File: src/rtl/pis_pkg.sv
// Shared constants for the Poisson inversion sampler.
// Used by pis_div and poisson_inversion_sampler; depends on nothing.
package pis_pkg;

   // Search cap on the event count
   localparam int MAX_COUNT = 255;

   // Field widths
   localparam int U_W      = 32;   // uniform word, Q0.32
   localparam int LAMBDA_W = 32;   // rate, Q8.24
   localparam int PROB_W   = 33;   // probability terms, Q1.32
   localparam int OUT_W    = 8;    // event_count port
   localparam int PROD_W   = 64;   // lambda * p, p low half only
   localparam int FRAC_SH  = 24;   // lambda fraction bits
   localparam int DIVD_W   = PROD_W - FRAC_SH;

   // Count register: at least as wide as the output port
   localparam int CNT_RAW_W = $clog2(MAX_COUNT + 1);
   localparam int CNT_W     = (CNT_RAW_W > OUT_W) ? CNT_RAW_W : OUT_W;

   // Divider step counter
   localparam int STEP_W = $clog2(DIVD_W);

   // Constants
   localparam logic [PROB_W-1:0]   PROB_ONE     = {1'b1, {(PROB_W-1){1'b0}}};
   localparam logic [CNT_W-1:0]    COUNT_MAX    = CNT_W'(MAX_COUNT);
   localparam logic [CNT_W-1:0]    COUNT_SAT    = CNT_W'((1 << OUT_W) - 1);
   localparam logic [LAMBDA_W-1:0] LAMBDA_RESET = 32'd16777216;
   localparam logic [PROB_W-1:0]   PROB_RESET   = 33'd1580030169;

   // Register index codes (paddr bit 3)
   localparam logic REG_LAMBDA = 1'b0;
   localparam logic REG_PROB   = 1'b1;

endpackage

File: src/rtl/poisson_inversion_sampler.sv
// Poisson variate sampler by sequential inversion: sequencer, multiplier, accumulator, CSRs.
// Depends on pis_pkg and pis_div.
//
//  channel   ports                                   flow
//  -------   -------------------------------------   ---------------------------------
//  input     start, busy, req_uniform_word           taken when start && !busy
//  result    rsp_valid, rsp_event_count, rsp_limit_hit  one-cycle strobe, no backpressure
//  config    csr_psel/penable/pwrite/paddr/pwdata/   APB, 64-bit data, regs at 0x0, 0x8
//            prdata/pready
//
// Each count step costs a compare, a 32x32 multiply, a divider start, a wait on the
// bit-serial divider (40 quotient bits, then its done strobe) and an update. busy is
// high from the accepted beat until the result strobe; the strobe cycle already
// accepts the next beat.
// Synchronous active-high reset restores the registers to lambda = 1.0, p0 = e^-1.
module poisson_inversion_sampler (
   input  logic                        clock,
   input  logic                        reset,
   // input channel
   input  logic                        start,
   output logic                        busy,
   input  logic [pis_pkg::U_W-1:0]     req_uniform_word,
   // result channel
   output logic                        rsp_valid,
   output logic [pis_pkg::OUT_W-1:0]   rsp_event_count,
   output logic                        rsp_limit_hit,
   // configuration
   input  logic                        csr_psel,
   input  logic                        csr_penable,
   input  logic                        csr_pwrite,
   input  logic [3:0]                  csr_paddr,
   input  logic [63:0]                 csr_pwdata,
   output logic [63:0]                 csr_prdata,
   output logic                        csr_pready
);

   localparam logic [2:0] ST_IDLE  = 3'd0;
   localparam logic [2:0] ST_CHECK = 3'd1;
   localparam logic [2:0] ST_MUL   = 3'd2;
   localparam logic [2:0] ST_DIV   = 3'd3;
   localparam logic [2:0] ST_WAIT  = 3'd4;
   localparam logic [2:0] ST_UPD   = 3'd5;

   logic [2:0]                     state_ff, state_in;
   logic [pis_pkg::LAMBDA_W-1:0]   lambda_ff, lambda_in;
   logic [pis_pkg::PROB_W-1:0]     pstart_ff, pstart_in;
   logic [pis_pkg::U_W-1:0]        u_ff, u_in;
   logic [pis_pkg::PROB_W-1:0]     p_ff, p_in;
   logic [pis_pkg::PROB_W-1:0]     acc_ff, acc_in;
   logic [pis_pkg::PROD_W-1:0]     prod_ff, prod_in;
   logic [pis_pkg::CNT_W-1:0]      count_ff, count_in;
   logic                           rsp_valid_ff, rsp_valid_in;
   logic [pis_pkg::OUT_W-1:0]      rsp_count_ff, rsp_count_in;
   logic                           rsp_limit_ff, rsp_limit_in;

   logic                           csr_write;
   logic                           accept;
   logic                           div_start;
   logic                           div_done;
   logic [pis_pkg::DIVD_W-1:0]     div_quotient;
   logic [pis_pkg::PROB_W-1:0]     p_start_clamped;
   logic [pis_pkg::PROB_W-1:0]     p_next;
   logic [pis_pkg::PROB_W:0]       acc_sum;
   logic                           search_on;
   logic [pis_pkg::OUT_W-1:0]      count_sat;

   assign csr_write = csr_psel && csr_penable && csr_pwrite && csr_pready;
   assign accept    = start && !busy;
   assign div_start = (state_ff == ST_DIV);

   // Divider for the p update
   pis_div u_div (
      .clock    (clock),
      .reset    (reset),
      .start    (div_start),
      .dividend (prod_ff[pis_pkg::PROD_W-1:pis_pkg::FRAC_SH]),
      .divisor  (count_ff),
      .done     (div_done),
      .quotient (div_quotient)
   );

   // Clamps and accumulate
   always_comb begin
      p_start_clamped = (pstart_ff > pis_pkg::PROB_ONE) ? pis_pkg::PROB_ONE : pstart_ff;
      p_next = (div_quotient > pis_pkg::DIVD_W'(pis_pkg::PROB_ONE))
               ? pis_pkg::PROB_ONE : div_quotient[pis_pkg::PROB_W-1:0];
      acc_sum   = {1'b0, acc_ff} + {1'b0, p_next};
      search_on = ({1'b0, u_ff} > acc_ff);
      count_sat = (count_ff > pis_pkg::COUNT_SAT) ? pis_pkg::COUNT_SAT[pis_pkg::OUT_W-1:0]
                                                  : count_ff[pis_pkg::OUT_W-1:0];
   end

   // Register writes
   always_comb begin
      lambda_in = lambda_ff;
      pstart_in = pstart_ff;
      if (csr_write) begin
         case (csr_paddr[3])
            pis_pkg::REG_LAMBDA: lambda_in = csr_pwdata[pis_pkg::LAMBDA_W-1:0];
            pis_pkg::REG_PROB:   pstart_in = csr_pwdata[pis_pkg::PROB_W-1:0];
            default: ;
         endcase
      end
   end

   // Sequencer
   always_comb begin
      state_in     = state_ff;
      u_in         = u_ff;
      p_in         = p_ff;
      acc_in       = acc_ff;
      prod_in      = prod_ff;
      count_in     = count_ff;
      rsp_valid_in = 1'b0;
      rsp_count_in = rsp_count_ff;
      rsp_limit_in = rsp_limit_ff;
      case (state_ff)
         ST_IDLE: begin
            if (accept) begin
               u_in     = req_uniform_word;
               p_in     = p_start_clamped;
               acc_in   = p_start_clamped;
               count_in = '0;
               state_in = ST_CHECK;
            end
         end
         ST_CHECK: begin
            if (search_on && count_ff < pis_pkg::COUNT_MAX) begin
               count_in = count_ff + 1'b1;
               state_in = ST_MUL;
            end else begin
               rsp_valid_in = 1'b1;
               rsp_count_in = count_sat;
               rsp_limit_in = search_on;
               state_in     = ST_IDLE;
            end
         end
         ST_MUL: begin
            // p is at most 1.0, so a set top bit means the low half is zero
            prod_in  = p_ff[pis_pkg::PROB_W-1] ? {lambda_ff, 32'd0}
                                               : lambda_ff * p_ff[pis_pkg::PROB_W-2:0];
            state_in = ST_DIV;
         end
         ST_DIV: begin
            state_in = ST_WAIT;
         end
         ST_WAIT: begin
            if (div_done) begin
               state_in = ST_UPD;
            end
         end
         ST_UPD: begin
            p_in     = p_next;
            acc_in   = (acc_sum > {1'b0, pis_pkg::PROB_ONE}) ? pis_pkg::PROB_ONE
                                                            : acc_sum[pis_pkg::PROB_W-1:0];
            state_in = ST_CHECK;
         end
         default: begin
            state_in = ST_IDLE;
         end
      endcase
   end

   // Control and configuration
   always_ff @(posedge clock) begin
      if (reset) begin
         state_ff     <= ST_IDLE;
         rsp_valid_ff <= 1'b0;
         lambda_ff    <= pis_pkg::LAMBDA_RESET;
         pstart_ff    <= pis_pkg::PROB_RESET;
      end else begin
         state_ff     <= state_in;
         rsp_valid_ff <= rsp_valid_in;
         lambda_ff    <= lambda_in;
         pstart_ff    <= pstart_in;
      end
   end

   // Datapath
   always_ff @(posedge clock) begin
      u_ff         <= u_in;
      p_ff         <= p_in;
      acc_ff       <= acc_in;
      prod_ff      <= prod_in;
      count_ff     <= count_in;
      rsp_count_ff <= rsp_count_in;
      rsp_limit_ff <= rsp_limit_in;
   end

   // Ports
   assign busy            = (state_ff != ST_IDLE);
   assign rsp_valid       = rsp_valid_ff;
   assign rsp_event_count = rsp_count_ff;
   assign rsp_limit_hit   = rsp_limit_ff;
   assign csr_pready      = 1'b1;
   assign csr_prdata      = (csr_paddr[3] == pis_pkg::REG_PROB)
                            ? {{(64-pis_pkg::PROB_W){1'b0}}, pstart_ff}
                            : {{(64-pis_pkg::LAMBDA_W){1'b0}}, lambda_ff};

   // Checks
   a_strobe_idle: assert property (@(posedge clock) disable iff (reset)
      rsp_valid |-> !busy) else $error("result strobe while busy");
   a_accept_busy: assert property (@(posedge clock) disable iff (reset)
      accept |=> busy) else $error("accepted beat did not start search");
   a_count_cap: assert property (@(posedge clock) disable iff (reset)
      busy |-> count_ff <= pis_pkg::COUNT_MAX) else $error("count above cap");
   a_acc_sat: assert property (@(posedge clock) disable iff (reset)
      busy |-> acc_ff <= pis_pkg::PROB_ONE) else $error("accumulator above one");
   a_div_wait: assert property (@(posedge clock) disable iff (reset)
      div_done |-> state_ff == ST_WAIT) else $error("divider done outside wait");

endmodule

File: src/rtl/pis_div.sv
// Restoring divider, one quotient bit per cycle, for the sampler's p update.
// Depends on pis_pkg for widths.
module pis_div (
   input  logic                        clock,
   input  logic                        reset,
   input  logic                        start,
   input  logic [pis_pkg::DIVD_W-1:0]  dividend,
   input  logic [pis_pkg::CNT_W-1:0]   divisor,
   output logic                        done,
   output logic [pis_pkg::DIVD_W-1:0]  quotient
);

   localparam logic [pis_pkg::STEP_W-1:0] LastStep = pis_pkg::STEP_W'(pis_pkg::DIVD_W - 1);

   logic                         busy_ff, busy_in;
   logic                         done_ff, done_in;
   logic [pis_pkg::STEP_W-1:0]   step_ff, step_in;
   logic [pis_pkg::CNT_W-1:0]    rem_ff, rem_in;
   logic [pis_pkg::DIVD_W-1:0]   quo_ff, quo_in;
   logic [pis_pkg::CNT_W-1:0]    dsr_ff, dsr_in;
   logic [pis_pkg::CNT_W:0]      shifted;
   logic [pis_pkg::CNT_W:0]      diff;
   logic                         fits;

   // One step: shift in next dividend bit, trial subtract
   always_comb begin
      shifted = {rem_ff, quo_ff[pis_pkg::DIVD_W-1]};
      diff    = shifted - {1'b0, dsr_ff};
      fits    = (shifted >= {1'b0, dsr_ff});
   end

   // Next state
   always_comb begin
      busy_in = busy_ff;
      done_in = 1'b0;
      step_in = step_ff;
      rem_in  = rem_ff;
      quo_in  = quo_ff;
      dsr_in  = dsr_ff;
      if (start) begin
         busy_in = 1'b1;
         step_in = '0;
         rem_in  = '0;
         quo_in  = dividend;
         dsr_in  = divisor;
      end else if (busy_ff) begin
         rem_in  = fits ? diff[pis_pkg::CNT_W-1:0] : shifted[pis_pkg::CNT_W-1:0];
         quo_in  = {quo_ff[pis_pkg::DIVD_W-2:0], fits};
         step_in = step_ff + 1'b1;
         if (step_ff == LastStep) begin
            busy_in = 1'b0;
            done_in = 1'b1;
         end
      end
   end

   // Control
   always_ff @(posedge clock) begin
      if (reset) begin
         busy_ff <= 1'b0;
         done_ff <= 1'b0;
      end else begin
         busy_ff <= busy_in;
         done_ff <= done_in;
      end
   end

   // Datapath
   always_ff @(posedge clock) begin
      step_ff <= step_in;
      rem_ff  <= rem_in;
      quo_ff  <= quo_in;
      dsr_ff  <= dsr_in;
   end

   assign done     = done_ff;
   assign quotient = quo_ff;

   // Checks
   a_no_restart: assert property (@(posedge clock) disable iff (reset)
      busy_ff |-> !start) else $error("divider restarted while busy");
   a_done_after_busy: assert property (@(posedge clock) disable iff (reset)
      done_ff |-> $past(busy_ff)) else $error("divider done without run");
   a_rem_below_divisor: assert property (@(posedge clock) disable iff (reset)
      busy_ff && dsr_ff != '0 |-> rem_ff < dsr_ff) else $error("remainder not reduced");

endmodule
File: config.mk
export PLATFORM = sky130hd
export DESIGN_NAME = poisson_inversion_sampler
export DESIGN_NICKNAME = d
export VERILOG_FILES = /design/src/rtl/pis_pkg.sv /design/src/rtl/poisson_inversion_sampler.sv /design/src/rtl/pis_div.sv
export SDC_FILE = /design/constraint.sdc
export NUM_CORES = 2
export LEC_CHECK = 0
export CAP_MARGIN = 20
export CORE_MARGIN = 2
export CORE_UTILIZATION = 35
export CTS_CLUSTER_DIAMETER = 200
export DETAILED_ROUTE_END_ITERATION = 10
export DONT_BUFFER_PORTS = 1
export PLACE_DENSITY_LB_ADDON = 0.1
export SLEW_MARGIN = 20
export SYNTH_ARGS = -nofsm -noshare
export SYNTH_HDL_FRONTEND = slang
export SYNTH_SLANG_ARGS = --single-unit
File: constraint.sdc
create_clock -name clock -period 10.75 [get_ports clock]
set_clock_uncertainty 0.05 [all_clocks]
set_input_delay 0.5375 -clock clock [delete_from_list [all_inputs] [get_ports clock]]
set_output_delay 0.5375 -clock clock [all_outputs]
set_load 0.01 [all_outputs]
## After elaboration in Yosys (flattened, before gate mapping)

Cells that the tools add are included.

- Input bits: 106
- Output and inout bits: 76
- Register bits: 312
- Word-level logic and storage cells: 85

- Equality and inequality tests: 9
- Mux-type cells: 23
- Add/subtract/negate cells: 4
- Reductions and logical operators: 19
- Bitwise operators: 4
- $mul: 1
- Order comparisons: 7

Operators with widths:

| cell | number |
|---|---|
| $mux W33 | 5 |
| $pmux W33 S2 | 2 |
| $mux W40 | 2 |
| $mul A32 B32 Y64 | 1 |
| $mux W64 | 1 |
| $gt A40 B33 Y1 const B | 1 |
| $add A33 B33 Y34 | 1 |
| $gt A34 B33 Y1 const B | 1 |
| $gt A32 B33 Y1 | 1 |
| $gt A33 B33 Y1 const B | 1 |
| $mux W8 | 3 |
| $pmux W3 S6 | 1 |
| $pmux W8 S2 | 1 |
| $reduce_and A2 Y1 | 6 |
| $ge A9 B8 Y1 | 1 |
| $add A8 B1 Y8 const B | 1 |
| $gt A8 B8 Y1 const B | 1 |
| $lt A8 B8 Y1 const B | 1 |
| $sub A8 B8 Y8 | 1 |
| $add A6 B1 Y6 const B | 1 |
| $eq A3 B2 Y1 const B | 2 |
| $eq A3 B3 Y1 const B | 2 |
| $eq A6 B6 Y1 const B | 1 |
| $mux W3 | 2 |
| 14 further kinds | 27 |

## Longest topological paths before layout

- Depth after elaboration: 6
- Mapped depth: 31
- Depth with buffers taken out: 28

## Hierarchy

Synthesis repeated with hierarchy kept, for this count alone.

- Cells, all modules: 5044
- Area, all modules: 47570.6 um2

Modules (own cells, without submodules):

| module | instances | cells an instance | area an instance (um2) | sequential area each (um2) |
|---|---|---|---|---|
| poisson_inversion_sampler | 1 | 4809 | 44507.7 | 6035.8 |
| pis_div | 1 | 235 | 3062.9 | 1761.7 |

## Worst setup path after synthesis

Ideal clock, no wire load.

- Path type: register -> register
- Start point: register lambda_ff[16] (netlist bit)
- End point: register prod_ff[61] (netlist bit), data pin
- Cell stages (with the launch flop): 31
- Arrival time: 7.466 ns
- Path buffers: 3
- Setup slack: 2.974 ns
- Period minus slack after synthesis: 7.776 ns
- Setup time: 0.260 ns
- Data required time: 10.440 ns
- Path through: dfxtp_1 -> clkbuf_1 -> clkbuf_1 -> nand2_1 -> fa_1 -> inv_1 -> fa_1 -> inv_1 -> fa_1 -> inv_1 -> fa_1 -> inv_1 -> fa_1 -> inv_1 -> fa_1 -> fa_1 -> inv_1 -> fa_1 -> inv_1 -> ha_1 -> buf_2 -> and4_1 -> and2_1 -> nand4_1 -> and3_1 -> a2111oi_0 -> or2_1 -> a31oi_2 -> o311ai_2 -> a2111o_1 -> nand3_1

- Longest elaborated chain between the ends: 2

Ends and longest elaborated chain:

| what | line | source |
|---|---|---|
| start, declared | poisson_inversion_sampler.sv:45 | `logic [pis_pkg::LAMBDA_W-1:0] lambda_ff, lambda_in;` |
| start signal, assigned | poisson_inversion_sampler.sv:169 | `lambda_ff <= pis_pkg::LAMBDA_RESET;` |
| start signal, assigned | poisson_inversion_sampler.sv:174 | `lambda_ff <= lambda_in;` |
| $mul A32 B32 Y64 | poisson_inversion_sampler.sv:141 | `: lambda_ff * p_ff[pis_pkg::PROB_W-2:0];` |
| $mux W64 | poisson_inversion_sampler.sv:140 | `prod_in = p_ff[pis_pkg::PROB_W-1] ? {lambda_ff, 32'd0}` |
| end signal, assigned | poisson_inversion_sampler.sv:184 | `prod_ff <= prod_in;` |
| end, declared | poisson_inversion_sampler.sv:50 | `logic [pis_pkg::PROD_W-1:0] prod_ff, prod_in;` |

Every way passes these cells.
A chain may end at the register's enable or synchronous reset.

## Worst setup path in the final report

- Start point: register p_ff[13] (netlist bit)
- End point: register prod_ff[62] (netlist bit), data pin

- Longest elaborated chain between the ends: 2

Ends and longest elaborated chain:

| what | line | source |
|---|---|---|
| start, declared | poisson_inversion_sampler.sv:48 | `logic [pis_pkg::PROB_W-1:0] p_ff, p_in;` |
| start signal, assigned | poisson_inversion_sampler.sv:182 | `p_ff <= p_in;` |
| $mul A32 B32 Y64 | poisson_inversion_sampler.sv:141 |  |
| $mux W64 | poisson_inversion_sampler.sv:140 |  |

Every way passes these cells.

==> run summary <==
Status = finished clean
Max Fclk = 112 MHz
Synthesized flop and latch total = 288
Final Slew Violations = 0
Most common cell in the netlist = nand2_1
Placed cells = 6711
Setup tns final = 0 ns
Initial Util = 0.352
Peak VDD IR = 0.108 mV
Main synth FF type = edfxtp_1
Minimum clock period = 8.90 ns
Cell leakage power = 23.5 nW
Nets = 6348
IO Port Bufs = 0
Max-cap violations = 0
Reg2Reg Depth = 28
Clk pin slew, worst setup/hold paths = 0.07 ns
FF-to-FF End = prod_ff[62]$_DFFE_PP_
Crit path launch type = register
RR Startpoint = p_ff[13]$_DFFE_PP_
DR iter-0 viols = 1985
Antenna violations before repair = 13
Synth top area cells = fa_1 (38%), edfxtp_1 (13%), ha_1 (8.8%)
Syn-to-layout area delta = 6.81%
Clk sinks = 288
Cell area after layout = 50800 µm²
First-pass DRT Iterations = 5
WL/cell = 21.0 µm
Hold depth = 2
Final ANT Viol Nets = 0
Synth area leader = fa_1
Placed cell areas = 49300 µm²
Critical Path AT = 9.26 ns
H-tree Lvls = 1
Gr usage total = 0.211
Die width = 373 µm
RD Place Congestion = 0.894
Largest net degree at the start of global routing = 70
Final hold slack = 0.0175 ns
Worst reg-to-reg setup slack = 1.85 ns
Avg Inst Size Synth = 9.27 µm²
Worst-Margin Slew = 1.14 ns
Post-CTS resize count = 0
Full die area = 139000 µm²
Hold crit path type = input port to register
Detailed Place HPWL = 113000 µm
# rows = 135
Die H = 373 µm
Worst Hold End = pstart_ff[8]$_SDFFE_PP0P_
Crit path max-delay cell type = fa_1
Vias per Instance = 4.95
Count of endpoints failing setup in the final report = 0
First-pass GRT wire length = 223000 µm
Worst-Skew Late Latency = 0.60 ns
Hold Violations, Final = 0
Register area share after synthesis = 0.164
I/O pin count = 182
Synth top area share = 0.378
Post-Syn Area = 47500 µm²
RSZ-0062 raised after global routing = no
Slew HR = 0.232
WP data required = 11.11 ns
Final cell count without fillers = 6820
Hold_sp = csr_pwdata[8]
Setup CP Type = register to register
Worst Setup SP = p_ff[13]$_DFFE_PP_
Number of remaining DRC errors = 0
Fin crit share = 0.828
Pwr/cell area = 90.5 nW/µm²
Post-Route WL = 143000 µm
Vias in the first global route = 36.3k
Clock Tree Buf Depth = 3
Critical Path Most Common Cell = fa_1
CP max stage delay = 0.53 ns
Crit-path max FO = 30
Root buf cell = clkbuf_16
Ys Warns = 0
Final Util = 0.376
Setup crit end kind = register
Core area = 135000 µm²
Most frequent cells after synthesis = nand2_1 (923), inv_1 (921), fa_1 (897)
Synth Instances = 5129
CTS tree = yes
Routed via count = 33.7k
Synth cell types = 86
Post-synth EDFFs = 203
Share of layout cells above drive strength 1 = 0.0433
GRT Residual Overflow = 0
Fraction of registers with async set/reset = 0
Total CTS buffers = 29
## sequential cells by signal (all words and copies together) (netlist names), 32 cells and up
register,cells
pstart_ff,33
p_ff,33
lambda_ff,32
acc_ff,33
u_ff,32
prod_ff,40
u_div.quotient,40
## cells by family (layout without fill, tap and decap cells)
group | after synthesis | after routing | synth area share
AND/OR/NAND/NOR | 1767 | 1767 | 0.179
buffers and inverters | 1247 | 1121 | 0.102
adder cells (fa/ha/maj) | 1232 | 1232 | 0.466
AO/OA/AOI/OAI | 480 | 480 | 0.0666
flip-flops | 288 | 288 | 0.164
XOR/XNOR | 71 | 71 | 0.0131
multiplexers | 42 | 42 | 0.00974
other | 2 | 38 | 0.000158
## per-layer routing
| layer | up-vias | global-route usage | routed length (µm) | part of all wire |
|---|---|---|---|---|
| met5 | - | 0 | 0 | 0 |
| met4 | 0 | 0.0269 | 2270 | 0.016 |
| met2 | 525 | 0.377 | 72300 | 0.51 |
| met3 | 110 | 0.0132 | 4550 | 0.032 |
| li1 | 15500 | - | - | - |
| met1 | 17600 | 0.289 | 63800 | 0.45 |
## layout by cell type (no fill, tap or decap), types with 21 or more instances in the layout
cell type and instances:
nand2_1 922, inv_1 920, fa_1 897, and2_1 526, ha_1 335, edfxtp_1 203
a21oi_1 148, nor2_1 110, buf_4 94, o21ai_0 87, dfxtp_1 71, a21o_1 62
dlygate4sd3_1 48, nand4_1 41, xnor2_1 37, a22o_1 35, mux2_2 34, xor2_1 34
conb_1 32, clkbuf_16 30, nand3_1 23, nand3b_1 22, nor3_1 21
## repair_timing
action,4_1_cts,5_1_grt
buffers inserted,0,0
endpoints found under the hold margin,98,1
hold buffers,48,1
## stage by stage
| step | worst slack (ns) | total power (W) |
|---|---|---|
| floorplan | 2.97 | 0.00290 |
| global placement | 1.63 | 0.00357 |
| detailed placement | 1.83 | 0.00356 |
| CTS | 1.78 | 0.00465 |
| global route | 1.43 | 0.00496 |
| finish | 1.85 | 0.00460 |
## area by class of cell
| class | instances | area [µm²] |
|---|---|---|
| Fill cell | 13900 | 84400 |
| Multi-Input combinational cell | 3624 | 35100 |
| Sequential cell | 288 | 7820 |
| Inverter | 921 | 3460 |
| Tap cell | 1781 | 2230 |
| Timing Repair Buffer | 146 | 1270 |
| Clock buffer | 36 | 793 |
| Clock inverter | 18 | 143 |
| Antenna cell | 6 | 15.0 |
## worst max path at each step
stage	end	slack, ns
6_report	prod_ff[62]$_DFFE_PP_	1.85
5_1_grt	prod_ff[62]$_DFFE_PP_	1.43
3_3_place_gp	prod_ff[62]$_DFFE_PP_	1.63
3_5_place_dp	prod_ff[62]$_DFFE_PP_	1.83
2_1_floorplan	prod_ff[61]$_DFFE_PP_	2.97
4_1_cts	prod_ff[62]$_DFFE_PP_	1.78
## report_power, final
group / switching, W / internal (W)
combinational: 0.00135 / 0.000845
sequential: 0.0000694 / 0.00128
clock: 0.000481 / 0.000571
total: 0.00190 / 0.00270
## critical path, delay by kind of cell (launching register included)
kind / cells / cell delay (ns)
compound gates: 6 / 1.79
flops: 1 / 0.50
fa+ha+maj: 9 / 4.47
buf+inv: 9 / 1.07
simple gates: 4 / 0.82
Note: power is estimated with default switching activity, not from simulation.
